$ cat config.mk
export PLATFORM = sky130hd
export DESIGN_NAME = zero_padded_fir_convolver_core
export DESIGN_NICKNAME = d
export VERILOG_FILES = /design/src/rtl/core/zpfir_pkg.sv /design/src/rtl/core/zpfir_ram.sv /design/src/rtl/core/zero_padded_fir_convolver_core.sv
export SDC_FILE = /design/constraint.sdc
export NUM_CORES = 2
export LEC_CHECK = 0
export BUFFER_PORTS_ARGS = -buffer_cell sky130_fd_sc_hd__buf_2
export CELL_PAD_IN_SITES_DETAIL_PLACEMENT = 1
export CELL_PAD_IN_SITES_GLOBAL_PLACEMENT = 2
export CORE_MARGIN = 3
export CORE_UTILIZATION = 49
export CTS_CLUSTER_DIAMETER = 40
export DETAILED_ROUTE_END_ITERATION = 12
export PLACE_DENSITY_LB_ADDON = 0.1
export REMOVE_ABC_BUFFERS = 1
export SLEW_MARGIN = 20
export SYNTH_ARGS = -nofsm -noshare
export SYNTH_HDL_FRONTEND = slang
export SYNTH_SLANG_ARGS = --single-unit
$ cat constraint.sdc
create_clock -name clk_i -period 15.29 [get_ports clk_i]
set_input_delay 0 -clock clk_i [delete_from_list [all_inputs] [get_ports clk_i]]
set_output_delay 0 -clock clk_i [all_outputs]
set_load 0.03 [all_outputs]
$ cat src/rtl/core/zpfir_pkg.sv
package zpfir_pkg;

  // kernel length limit, sizes both stores
  localparam int unsigned MAX_TAPS = 16;
  localparam int unsigned TAP_AW   = (MAX_TAPS > 1) ? $clog2(MAX_TAPS) : 1;
  localparam int unsigned TAP_CW   = $clog2(MAX_TAPS + 1);
  // 16x16 products summed over up to MAX_TAPS taps
  localparam int unsigned ACC_W    = 32 + TAP_AW;
  // width for the emit compare (samples seen + flush count + 1)
  localparam int unsigned CMP_W    = 8;

  localparam int unsigned DATA_W    = 16;
  localparam int unsigned CFG_W     = 5;
  localparam int unsigned CFG_IDX_W = 1;
  localparam int unsigned SEEN_W    = 5;

  typedef enum logic [0:0] {
    ACT_COEF   = 1'b0,
    ACT_SAMPLE = 1'b1
  } action_e;

  typedef enum logic [CFG_IDX_W-1:0] {
    CFG_TAP_COUNT    = 1'b0,
    CFG_OUTPUT_SHIFT = 1'b1
  } cfg_idx_e;

  typedef enum logic [3:0] {
    ST_IDLE  = 4'b0001,
    ST_FLUSH = 4'b0010,
    ST_MAC   = 4'b0100,
    ST_EMIT  = 4'b1000
  } state_e;

  typedef struct packed {
    action_e                   action;
    logic [3:0]                coef_index;
    logic signed [DATA_W-1:0]  coef_value;
    logic signed [DATA_W-1:0]  sample;
    logic                      end_of_signal;
  } in_item_t;

  typedef struct packed {
    logic signed [DATA_W-1:0]  result_sample;
    logic                      saturated;
    logic                      result_last;
  } out_item_t;

  // zero means one tap, anything above the store depth means all taps
  function automatic logic [TAP_CW-1:0] taps_used(input logic [CFG_W-1:0] tc);
    if (tc == '0) begin
      return TAP_CW'(1);
    end else if (32'(tc) > MAX_TAPS) begin
      return TAP_CW'(MAX_TAPS);
    end else begin
      return TAP_CW'(tc);
    end
  endfunction

endpackage

$ cat src/rtl/core/zpfir_ram.sv
module zpfir_ram #(
  parameter int unsigned Width = 16,
  parameter int unsigned Depth = 16,
  localparam int unsigned Aw   = (Depth > 1) ? $clog2(Depth) : 1
) (
  input  logic             clk_i,
  input  logic             we_i,
  input  logic [Aw-1:0]    waddr_i,
  input  logic [Width-1:0] wdata_i,
  input  logic [Aw-1:0]    raddr_i,
  output logic [Width-1:0] rdata_o
);

  logic [Width-1:0] mem_q [Depth];
  logic [Width-1:0] rdata_q;

  always_ff @(posedge clk_i) begin
    if (we_i) begin
      mem_q[waddr_i] <= wdata_i;
    end
    rdata_q <= mem_q[raddr_i];
  end

  assign rdata_o = rdata_q;

endmodule

$ cat src/rtl/core/zero_padded_fir_convolver_core.sv
// channel  | direction | handshake              | payload
// ---------+-----------+------------------------+---------------------------------
// in       | input     | in_valid_i / in_stall_o | in_item_i  (in_item_t)
// out      | output    | out_valid_o / out_stall_i | out_item_o (out_item_t)
// cfg      | input     | cfg_we_i (no wait)     | cfg_idx_i, cfg_data_i
//
// coefficient items and samples with no output do not hold the input; a sample with an output
// holds the input until its result is loaded (k = taps in use), the result set by one
// multiply-accumulate walking both memories a tap per cycle plus drain
// end of signal adds k - 1 zero pushes, each of which runs that multiply-accumulate when it emits
// reset is asynchronous: both stores read as zero through per-entry valid bits
// a stalled output holds only the emit step; the next item is taken while a result waits
module zero_padded_fir_convolver_core
  import zpfir_pkg::*;
(
  input  logic                 clk_i,
  input  logic                 rst_ni,
  input  logic                 in_valid_i,
  output logic                 in_stall_o,
  input  in_item_t             in_item_i,
  output logic                 out_valid_o,
  input  logic                 out_stall_i,
  output out_item_t            out_item_o,
  input  logic                 cfg_we_i,
  input  logic [CFG_IDX_W-1:0] cfg_idx_i,
  input  logic [CFG_W-1:0]     cfg_data_i
);

  // configuration registers
  logic [CFG_W-1:0] tap_count_q, output_shift_q;

  // sequencer state
  state_e             state_q, state_d;
  logic [SEEN_W-1:0]  samples_seen_q, samples_seen_d;
  logic [TAP_AW-1:0]  head_q, head_d;
  logic [TAP_CW-1:0]  k_q, k_d;
  logic [SEEN_W-1:0]  pos_q, pos_d;
  logic [TAP_AW-1:0]  z_q, z_d;
  logic               eos_q, eos_d;
  logic [TAP_CW-1:0]  t_q, t_d;

  // mac pipeline
  logic                     rd_v_q, prod_v_q;
  logic                     coef_vld_rd_q, dl_vld_rd_q;
  logic signed [31:0]       prod_q;
  logic signed [ACC_W-1:0]  acc_q;

  // per-entry valid bits, a cleared entry reads as zero
  logic [MAX_TAPS-1:0] coef_vld_q, dl_vld_q;

  // output register
  logic       out_valid_q;
  out_item_t  out_item_q;

  // memory ports
  logic                     coef_we, dl_we;
  logic [TAP_AW-1:0]        coef_waddr, dl_waddr, coef_raddr, dl_raddr;
  logic [DATA_W-1:0]        coef_wdata, dl_wdata, coef_rdata, dl_rdata;

  logic               in_acc, is_sample, issue_en, mac_start, mac_done, out_load;
  logic [TAP_AW-1:0]  head_dec;
  logic [TAP_AW:0]    rd_sum;
  logic [TAP_CW-1:0]  k_new;
  logic               emit_first, emit_flush, more_flush;
  logic [TAP_AW-1:0]  z_inc;

  assign in_stall_o = (state_q != ST_IDLE);
  assign in_acc     = in_valid_i && !in_stall_o;
  assign is_sample  = (in_item_i.action == ACT_SAMPLE);

  // circular delay line: a push writes just below the head, tap t sits at head + t
  assign head_dec = (head_q == '0) ? TAP_AW'(MAX_TAPS - 1) : head_q - TAP_AW'(1);
  assign rd_sum   = {1'b0, head_q} + (TAP_AW + 1)'(t_q);
  assign dl_raddr = (rd_sum >= (TAP_AW + 1)'(MAX_TAPS))
                    ? TAP_AW'(rd_sum - (TAP_AW + 1)'(MAX_TAPS)) : TAP_AW'(rd_sum);
  assign coef_raddr = TAP_AW'(t_q);

  assign k_new = taps_used(tap_count_q);
  assign z_inc = z_q + TAP_AW'(1);

  // an output is due once pos + pushes >= k
  assign emit_first = (CMP_W'(samples_seen_q) + CMP_W'(1)) >= CMP_W'(k_new);
  assign emit_flush = (CMP_W'(pos_q) + CMP_W'(z_inc) + CMP_W'(1)) >= CMP_W'(k_q);
  assign more_flush = eos_q && ((CMP_W'(z_q) + CMP_W'(1)) < CMP_W'(k_q));

  assign issue_en = (state_q == ST_MAC) && (t_q < k_q);
  assign mac_done = (state_q == ST_MAC) && (t_q == k_q) && !rd_v_q && !prod_v_q;
  assign out_load = (state_q == ST_EMIT) && (!out_valid_q || !out_stall_i);

  // memory write side
  always_comb begin
    coef_we    = in_acc && !is_sample && (32'(in_item_i.coef_index) < MAX_TAPS);
    coef_waddr = TAP_AW'(in_item_i.coef_index);
    coef_wdata = in_item_i.coef_value;
    dl_we      = (in_acc && is_sample) || (state_q == ST_FLUSH);
    dl_waddr   = head_dec;
    // flush pushes zeros
    dl_wdata   = (state_q == ST_FLUSH) ? '0 : in_item_i.sample;
  end

  // sequencer
  always_comb begin
    state_d        = state_q;
    samples_seen_d = samples_seen_q;
    head_d         = head_q;
    k_d            = k_q;
    pos_d          = pos_q;
    z_d            = z_q;
    eos_d          = eos_q;
    t_d            = t_q;
    mac_start      = 1'b0;
    case (state_q)
      ST_IDLE: begin
        if (in_acc && is_sample) begin
          head_d = head_dec;
          k_d    = k_new;
          pos_d  = samples_seen_q;
          z_d    = '0;
          eos_d  = in_item_i.end_of_signal;
          if (in_item_i.end_of_signal) begin
            samples_seen_d = '0;
          end else if (samples_seen_q != '1) begin
            samples_seen_d = samples_seen_q + SEEN_W'(1);
          end
          if (emit_first) begin
            state_d   = ST_MAC;
            mac_start = 1'b1;
          end else if (in_item_i.end_of_signal) begin
            state_d = ST_FLUSH;
          end
        end
      end
      ST_FLUSH: begin
        head_d = head_dec;
        z_d    = z_inc;
        if (emit_flush) begin
          state_d   = ST_MAC;
          mac_start = 1'b1;
        end
      end
      ST_MAC: begin
        if (issue_en) begin
          t_d = t_q + TAP_CW'(1);
        end
        if (mac_done) begin
          state_d = ST_EMIT;
        end
      end
      ST_EMIT: begin
        if (out_load) begin
          state_d = more_flush ? ST_FLUSH : ST_IDLE;
        end
      end
      default: begin
        state_d = ST_IDLE;
      end
    endcase
    if (mac_start) begin
      t_d = '0;
    end
  end

  always_ff @(posedge clk_i or negedge rst_ni) begin
    if (!rst_ni) begin
      state_q        <= ST_IDLE;
      samples_seen_q <= '0;
      head_q         <= '0;
      t_q            <= '0;
      rd_v_q         <= 1'b0;
      prod_v_q       <= 1'b0;
      coef_vld_q     <= '0;
      dl_vld_q       <= '0;
      out_valid_q    <= 1'b0;
      tap_count_q    <= CFG_W'(1);
      output_shift_q <= CFG_W'(15);
    end else begin
      state_q        <= state_d;
      samples_seen_q <= samples_seen_d;
      head_q         <= head_d;
      t_q            <= t_d;
      rd_v_q         <= issue_en;
      prod_v_q       <= rd_v_q;
      if (coef_we) begin
        coef_vld_q[coef_waddr] <= 1'b1;
      end
      if (dl_we) begin
        dl_vld_q[dl_waddr] <= 1'b1;
      end
      if (out_load) begin
        out_valid_q <= 1'b1;
      end else if (!out_stall_i) begin
        out_valid_q <= 1'b0;
      end
      if (cfg_we_i) begin
        case (cfg_idx_e'(cfg_idx_i))
          CFG_TAP_COUNT:    tap_count_q    <= cfg_data_i;
          CFG_OUTPUT_SHIFT: output_shift_q <= cfg_data_i;
          default: ;
        endcase
      end
    end
  end

  // item context, held for the whole item
  always_ff @(posedge clk_i) begin
    k_q   <= k_d;
    pos_q <= pos_d;
    z_q   <= z_d;
    eos_q <= eos_d;
  end

  // memories
  zpfir_ram #(.Width(DATA_W), .Depth(MAX_TAPS)) u_coef_ram (
    .clk_i   (clk_i),
    .we_i    (coef_we),
    .waddr_i (coef_waddr),
    .wdata_i (coef_wdata),
    .raddr_i (coef_raddr),
    .rdata_o (coef_rdata)
  );

  zpfir_ram #(.Width(DATA_W), .Depth(MAX_TAPS)) u_dl_ram (
    .clk_i   (clk_i),
    .we_i    (dl_we),
    .waddr_i (dl_waddr),
    .wdata_i (dl_wdata),
    .raddr_i (dl_raddr),
    .rdata_o (dl_rdata)
  );

  // mac datapath: read, multiply, accumulate
  logic signed [DATA_W-1:0] coef_m, dl_m;
  assign coef_m = coef_vld_rd_q ? $signed(coef_rdata) : '0;
  assign dl_m   = dl_vld_rd_q   ? $signed(dl_rdata)   : '0;

  always_ff @(posedge clk_i) begin
    coef_vld_rd_q <= coef_vld_q[coef_raddr];
    dl_vld_rd_q   <= dl_vld_q[dl_raddr];
    prod_q        <= coef_m * dl_m;
    if (mac_start) begin
      acc_q <= '0;
    end else if (prod_v_q) begin
      acc_q <= acc_q + ACC_W'(prod_q);
    end
  end

  // floor shift, then clip to 16 bits
  logic signed [ACC_W-1:0] shifted;
  logic                    sat_hi, sat_lo;
  out_item_t               emit_item;

  assign shifted = acc_q >>> output_shift_q;
  assign sat_hi  = !shifted[ACC_W-1] && (shifted[ACC_W-2:DATA_W-1] != '0);
  assign sat_lo  = shifted[ACC_W-1]  && (shifted[ACC_W-2:DATA_W-1] != '1);

  always_comb begin
    emit_item.saturated   = sat_hi || sat_lo;
    // the last push of a flush always emits, so it carries the last flag
    emit_item.result_last = eos_q && ((CMP_W'(z_q) + CMP_W'(1)) == CMP_W'(k_q));
    if (sat_hi) begin
      emit_item.result_sample = 16'sh7fff;
    end else if (sat_lo) begin
      emit_item.result_sample = 16'sh8000;
    end else begin
      emit_item.result_sample = shifted[DATA_W-1:0];
    end
  end

  always_ff @(posedge clk_i) begin
    if (out_load) begin
      out_item_q <= emit_item;
    end
  end

  assign out_valid_o = out_valid_q;
  assign out_item_o  = out_item_q;

  // pipeline drained before the sum is used
  a_mac_drained: assert property (@(posedge clk_i) disable iff (!rst_ni)
    (state_q == ST_EMIT) |-> (!rd_v_q && !prod_v_q))
    else $error("emit with mac pipeline busy");

  // last flag only for an end-of-signal item
  a_last_in_flush: assert property (@(posedge clk_i) disable iff (!rst_ni)
    (out_load && emit_item.result_last) |-> eos_q)
    else $error("last flag outside end of signal");

  // end of signal restarts the sample count
  a_seen_cleared: assert property (@(posedge clk_i) disable iff (!rst_ni)
    (in_acc && is_sample && in_item_i.end_of_signal) |=> (samples_seen_q == '0))
    else $error("samples seen not cleared");

  // the delay-line head moves only with a push
  a_head_moves: assert property (@(posedge clk_i) disable iff (!rst_ni)
    !dl_we |=> (head_q == $past(head_q)))
    else $error("head moved without push");

  // a tap read is only issued from the mac state
  a_no_extra_tap: assert property (@(posedge clk_i) disable iff (!rst_ni)
    (state_q != ST_MAC) |=> !rd_v_q || $past(issue_en))
    else $error("tap read outside mac");

endmodule
# [Word-level counts from Yosys, hierarchy flattened]
# Memory sizes are Yosys's and may differ from the RTL's. A register that Yosys moved wholly into a read port is not among the register bits.
# Cells that the tools add are included.
# W data, S select, Z words.
[op_classes] n_addsub=11 multipliers=1 n_lt_le_gt_ge=12 n_eq_ne=15 n_shift=1 n_mux=43 n_bitwise=3 reduce_logical=38
[ops] cell="$mux W16" n=4
[ops] cell="$mux W4" n=10
[ops] cell="$add A36 B32 Y36" n=1
[ops] cell="$sshr A36 B5 Y36" n=1
[ops] cell="$mux W5" n=7
[ops] cell="$mul A16 B16 Y32" n=1
[ops] cell="$or A16 B16 Y16" n=2
[ops] cell="$lt A4 B5 Y1 const B" n=4
[ops] cell="$ne A20 B20 Y1 const B" n=1
[ops] cell="$reduce_bool A20 Y1" n=1
[ops] cell="$pmux W4 S2" n=2
[ops] cell="$pmux W4 S4" n=1
[ops] cell="$logic_and A1 B1 Y1" n=14
[ops] cell="$mux W1" n=13
[ops] cell="$add A5 B1 Y5 const B" n=2
[ops] cell="$eq A5 B5 Y1" n=2
[ops] cell="$reduce_and A2 Y1" n=5
[ops] cell="$bmux W1 S4" n=2
[ops] cell="$demux W1 S4" n=2
[ops] cell="$ge A4 B1 Y1 const B" n=2
[ops] cell="$lt A8 B5 Y1" n=1
[ops] cell="$ne A2 B2 Y1 const B" n=4
[ops] cell="$reduce_bool A2 Y1" n=4
[ops] cell="$sub A4 B1 Y4 const B" n=2
[ops] cell="other kinds (28)" n=36
[totals] regBits=166 ram_bits=512 wordCells=148 mem_count=2
[mem_list] name="u_coef_ram.mem_q" depth=16 width=16 rd=1 rd_ports_with_merged_regs=1 wr=1 line="zpfir_ram.sv:14" source="logic [Width-1:0] mem_q [Depth];"
[mem_list] name="u_dl_ram.mem_q" depth=16 width=16 rd=1 rd_ports_with_merged_regs=1 wr=1 line="zpfir_ram.sv:14"

# [Longest topological paths before layout]
[logic_depth] depth_word=9 mapped_depth=26 ltp_nobuf=25

# [Cells and area by module]
# Synthesis repeated with hierarchy kept, for this count alone.
[unflattened] cells_unflattened=3155 area_unflattened_um2=40709.0
[by_module_without_submodules] module="zero_padded_fir_convolver_core" instances=1 cells_each=2291 area_each_um2=20623.5 seq_area_each_um2=3976.3
[by_module_without_submodules] module="zpfir_ram (u_dl_ram)" instances=1 cells_each=432 area_each_um2=10043.4 seq_area_each_um2=8007.7
[by_module_without_submodules] module="zpfir_ram (u_coef_ram)" instances=1 cells_each=432 area_each_um2=10042.1 seq_area_each_um2=8007.7

# [Worst setup path before layout]
# No wires, ideal clock.
[synth_path] kind="reg2reg" from="reg coef_vld_rd_q" to="reg prod_q[31]" setup_ps=121 t_arrival_ps=6046 setup_slack_ps=9123 stages_incl_launch_ff=25 path_buffers=3 cell_sequence="dfxtp_1 > clkbuf_1 > and2_1 > clkbuf_1 > nand2_1 > fa_1 > fa_1 > inv_1 > fa_1 > inv_1 > fa_1 > fa_1 > fa_1 > inv_1 > ha_1 > clkbuf_1 > nand4_1 > nor2_1 > o21a_1 > a311o_1 > o21ai_0 > a211o_1 > o311ai_0 > a21oi_1 > xnor2_1"
[synth_between] elab_chain_cells=2
[synth_rtl] item="from (decl)" line="zero_padded_fir_convolver_core.sv:44" source="logic coef_vld_rd_q, dl_vld_rd_q;"
[synth_rtl] item="from (signal assigned)" line="zero_padded_fir_convolver_core.sv:237" source="coef_vld_rd_q <= coef_vld_q[coef_raddr];"
[synth_rtl] item="$mux W16" line="zero_padded_fir_convolver_core.sv:233" source="assign coef_m = coef_vld_rd_q ? $signed(coef_rdata) : '0;"
[synth_rtl] item="$mul A16 B16 Y32" line="zero_padded_fir_convolver_core.sv:239" source="prod_q <= coef_m * dl_m;"
[synth_rtl] item="to (signal assigned)" line="zero_padded_fir_convolver_core.sv:239"
[synth_rtl] item="to (decl)" line="zero_padded_fir_convolver_core.sv:45" source="logic signed [31:0] prod_q;"
# No other way between the ends.
# A chain may end at the register's enable or synchronous reset.

# [Worst setup path in the final report]
# Ends and elaborated chain as after synthesis.

==> impl_metrics.ini <==
[die]
core_area_mm2 = 0.0809
placementRows = 104
die_w_um = 293
dieArea_mm2 = 0.0857
start_util_pct = 49.8
die_y_um = 293
boundaryPins = 69

[setup_path]
endpoint_kind = flop
critPathLaunchType = flop
critPathBufInv = 3
reg2reg_from = coef_vld_rd_q
crit_type = reg2reg
crit_path_frequent_cell = fa_1
crit_fanout = 34
worstPathRequired_ns = 15.76
worstPathCellList = and2_1 > nand2_1 > fa_1 > inv_1 > fa_1 > inv_1 > fa_1 > inv_1 > fa_1 > fa_1 > fa_1 > ha_1 > a21oi_1 > o21ai_0 > o21a_1 > a311o_1 > o21ai_0 > a211o_1 > o311ai_0 > a21oi_1 > xnor2_1
cp_data_arrival_time_ns = 7.88
max_stage_delay_ns = 0.95
cp_top_family = adder cells
crit_path_top_delay_cell = dfxtp_1
timing.critical_path.from = coef_vld_rd_q

[detailed_routing]
wirelength_mm = 108
routedWlPerCell_um = 24.8
firstDrtPassIters = 5
drc = 0
initialDrtViolationCount = 1610
vias = 24900
viasPerCell = 5.72
antenna_left = 0

[finish]
fill_cells = 7922
fin_cells = 4351
fin_nets = 3673
drive_gt1_share_pct = 17.0
postLayoutCoreUtil_pct = 56.4
syn_to_final_growth_pct = 13.4
postLayoutCellArea_mm2 = 0.0457

[flow_run]
cap_violations = 0

[clock_tree]
cts_tree = done
cts-root-buf = clkbuf_16
cts_buffers = 94
htreeDepth = 3
clock_latency_ns = 0.67
cts_max_path_buffers = 3
cts.sinks = 710
cts.clk_slew.worst_paths_ns = 0.06

[place]
gp_congestion = 0.895
placed_cells = 4116
dpl.hpwl_mm = 75.2
io_buffers = 68
placed_area_mm2 = 0.0419

[global_route]
track_usage_pct = 25.9
grt_remaining_overflow = 0
grt_pass1_wl_mm = 169
grt_pass1_vias = 27900
antenna_found_initial = 3
grt_max_degree = 64

[synth]
synth_commonest_cells = edfxtp_1, inv_1, nor2_1
yosysTopAreaCell = edfxtp_1
ys_ff_latch = 710
synthTopCellsByArea = edfxtp_1, fa_1, mux4_2
synthesis.area_mm2 = 0.0403
avgSynthCellArea_um2 = 13.1
synth-main-ff-cell = edfxtp_1
synthArstFlopShare_pct = 8.87
synth.distinct_cells = 72
synth_edf_count = 545
netlist_instances = 3071
ys_warn_count = 0
yosysMostFrequentCell = edfxtp_1
synth.top_cell.area_share_pct = 40.6
yosysSeqAreaShare_pct = 49.6

[sta]
setup_viol = 0
min_period_ns = 7.41
finalHoldViolCount = 0
drv_slew = 0
finalCritPeriodShare_pct = 48.5
rsz0062_at_grt = false
slew_headroom_pct = 32.9
worst_hold_slack_ns = 0.0575
max_freq_ghz = 0.135
timing.setup.tns_ns = 0
worstMarginPinSlew_ns = 1.00
fin_skew_ns = 0.0791

[power]
power_density_mw_per_mm2 = 230
leakagePower_nw = 17.9
peakVddDrop_mv = 0.214

[run_status]
status = finished, final reports clean

[min_path]
hold_class = in2async
## layout make-up
cell class                 count  area [µm²]  share of cell area, %
antenna                        4        10.0                 0.0219
clock buffer                 111        2440                   5.33
clock inverter                66         795                   1.74
inverter                     343        1290                   2.82
multi-input combinational   1889       18600                   40.7
sequential                   710       20000                   43.8
tap                         1060        1330                   2.90
timing repair buffer         168        1230                   2.68
## cells by family after synthesis
group	Yosys count	share of synthesized area (%)
buffers and inverters	472	4.52
DFF	710	49.6
xor gates and xnor gates	77	1.67
and+or+nand+nor	751	8.35
adders and majority gates	418	17.9
muxes	274	12.1
AOI/OAI and AO/OA	369	5.87
## routing by layer
layer,wire length [µm],GRT usage (%),part of all wire (%)
met5,0,0,0
met4,2920,7.51,2.7
met3,3920,2.95,3.6
met2,56500,46.4,52
met1,44600,33.4,41
## flip-flops by register name, summed over array words and instances (netlist names), 4 cells and up
name,cells
k_q,5
output_shift_q,5
u_dl_ram.rdata_o,16
u_coef_ram.rdata_o,16
dl_vld_q,16
tap_count_q,5
prod_q,32
u_coef_ram.mem_q,256
t_q,5
pos_q,5
out_item_o,18
z_q,4
u_dl_ram.mem_q,256
acc_q,36
state_q,4
head_q,4
samples_seen_q,5
coef_vld_q,16
## worst register-to-register path, stage by stage (launching register included)
cell and delay [ns]:
dfxtp_1 0.95, and2_1 0.67, nand2_1 0.20, fa_1 0.58, inv_1 0.06, fa_1 0.50
inv_1 0.06, fa_1 0.56, inv_1 0.07, fa_1 0.47, fa_1 0.52, fa_1 0.42
ha_1 0.34, a21oi_1 0.17, o21ai_0 0.13, o21a_1 0.20, a311o_1 0.36, o21ai_0 0.27
a211o_1 0.25, o311ai_0 0.16, a21oi_1 0.20, xnor2_1 0.08
## final timing paths
kind	cells after the start	slack, ns	end
worst max-delay path	21	7.88	prod_q[31]
worst min-delay path	3	0.06	out_valid_o
worst max register to register	21	7.88	prod_q[31]
worst min register to register	0	0.39	prod_v_q
max in group asynchronous	3	14.50	t_q[0]
min in group clk_i	2	0.14	eos_q
## report_power, final
| group | switching, mW | total (mW) | internal [mW] | leakage [nW] |
|---|---|---|---|---|
| Sequential | 0.302 | 2.72 | 2.41 | 6.54 |
| Combinational | 3.25 | 5.60 | 2.35 | 9.79 |
| Clock | 0.883 | 2.20 | 1.32 | 1.54 |
| Total | 4.43 | 10.5 | 6.09 | 17.9 |
## per-stage QoR
step	setup WS (ns)	total power, mW
after floorplan	8.59	6.70
after global placement	8.13	8.17
after detailed placement	8.03	8.37
after CTS	7.93	10.6
after global routing	7.32	11.4
final	7.88	10.5
## cell usage in the layout (no fill, tap or decap), types with 52 or more instances in the layout
| cell | count |
|---|---|
| ha_1 | 152 |
| buf_2 | 68 |
| nand2_1 | 255 |
| nor2_1 | 242 |
| o21ai_0 | 80 |
| fa_1 | 264 |
| mux2i_1 | 75 |
| clkbuf_16 | 94 |
| and2_1 | 52 |
| xnor2_1 | 53 |
| dfxtp_1 | 102 |
| a21oi_1 | 114 |
| mux4_2 | 166 |
| inv_1 | 342 |
| dfrtp_1 | 55 |
| dlygate4sd3_1 | 54 |
| edfxtp_1 | 545 |
## what timing repair did
action / in CTS / in global routing
endpoints found under the hold margin: 625 / 0
buffers inserted: 0 / 0
endpoints found under the setup margin: 0 / 0
hold buffers: 54 / 0
gates resized for setup: 0 / 0
(Power assumes the default switching activity.)
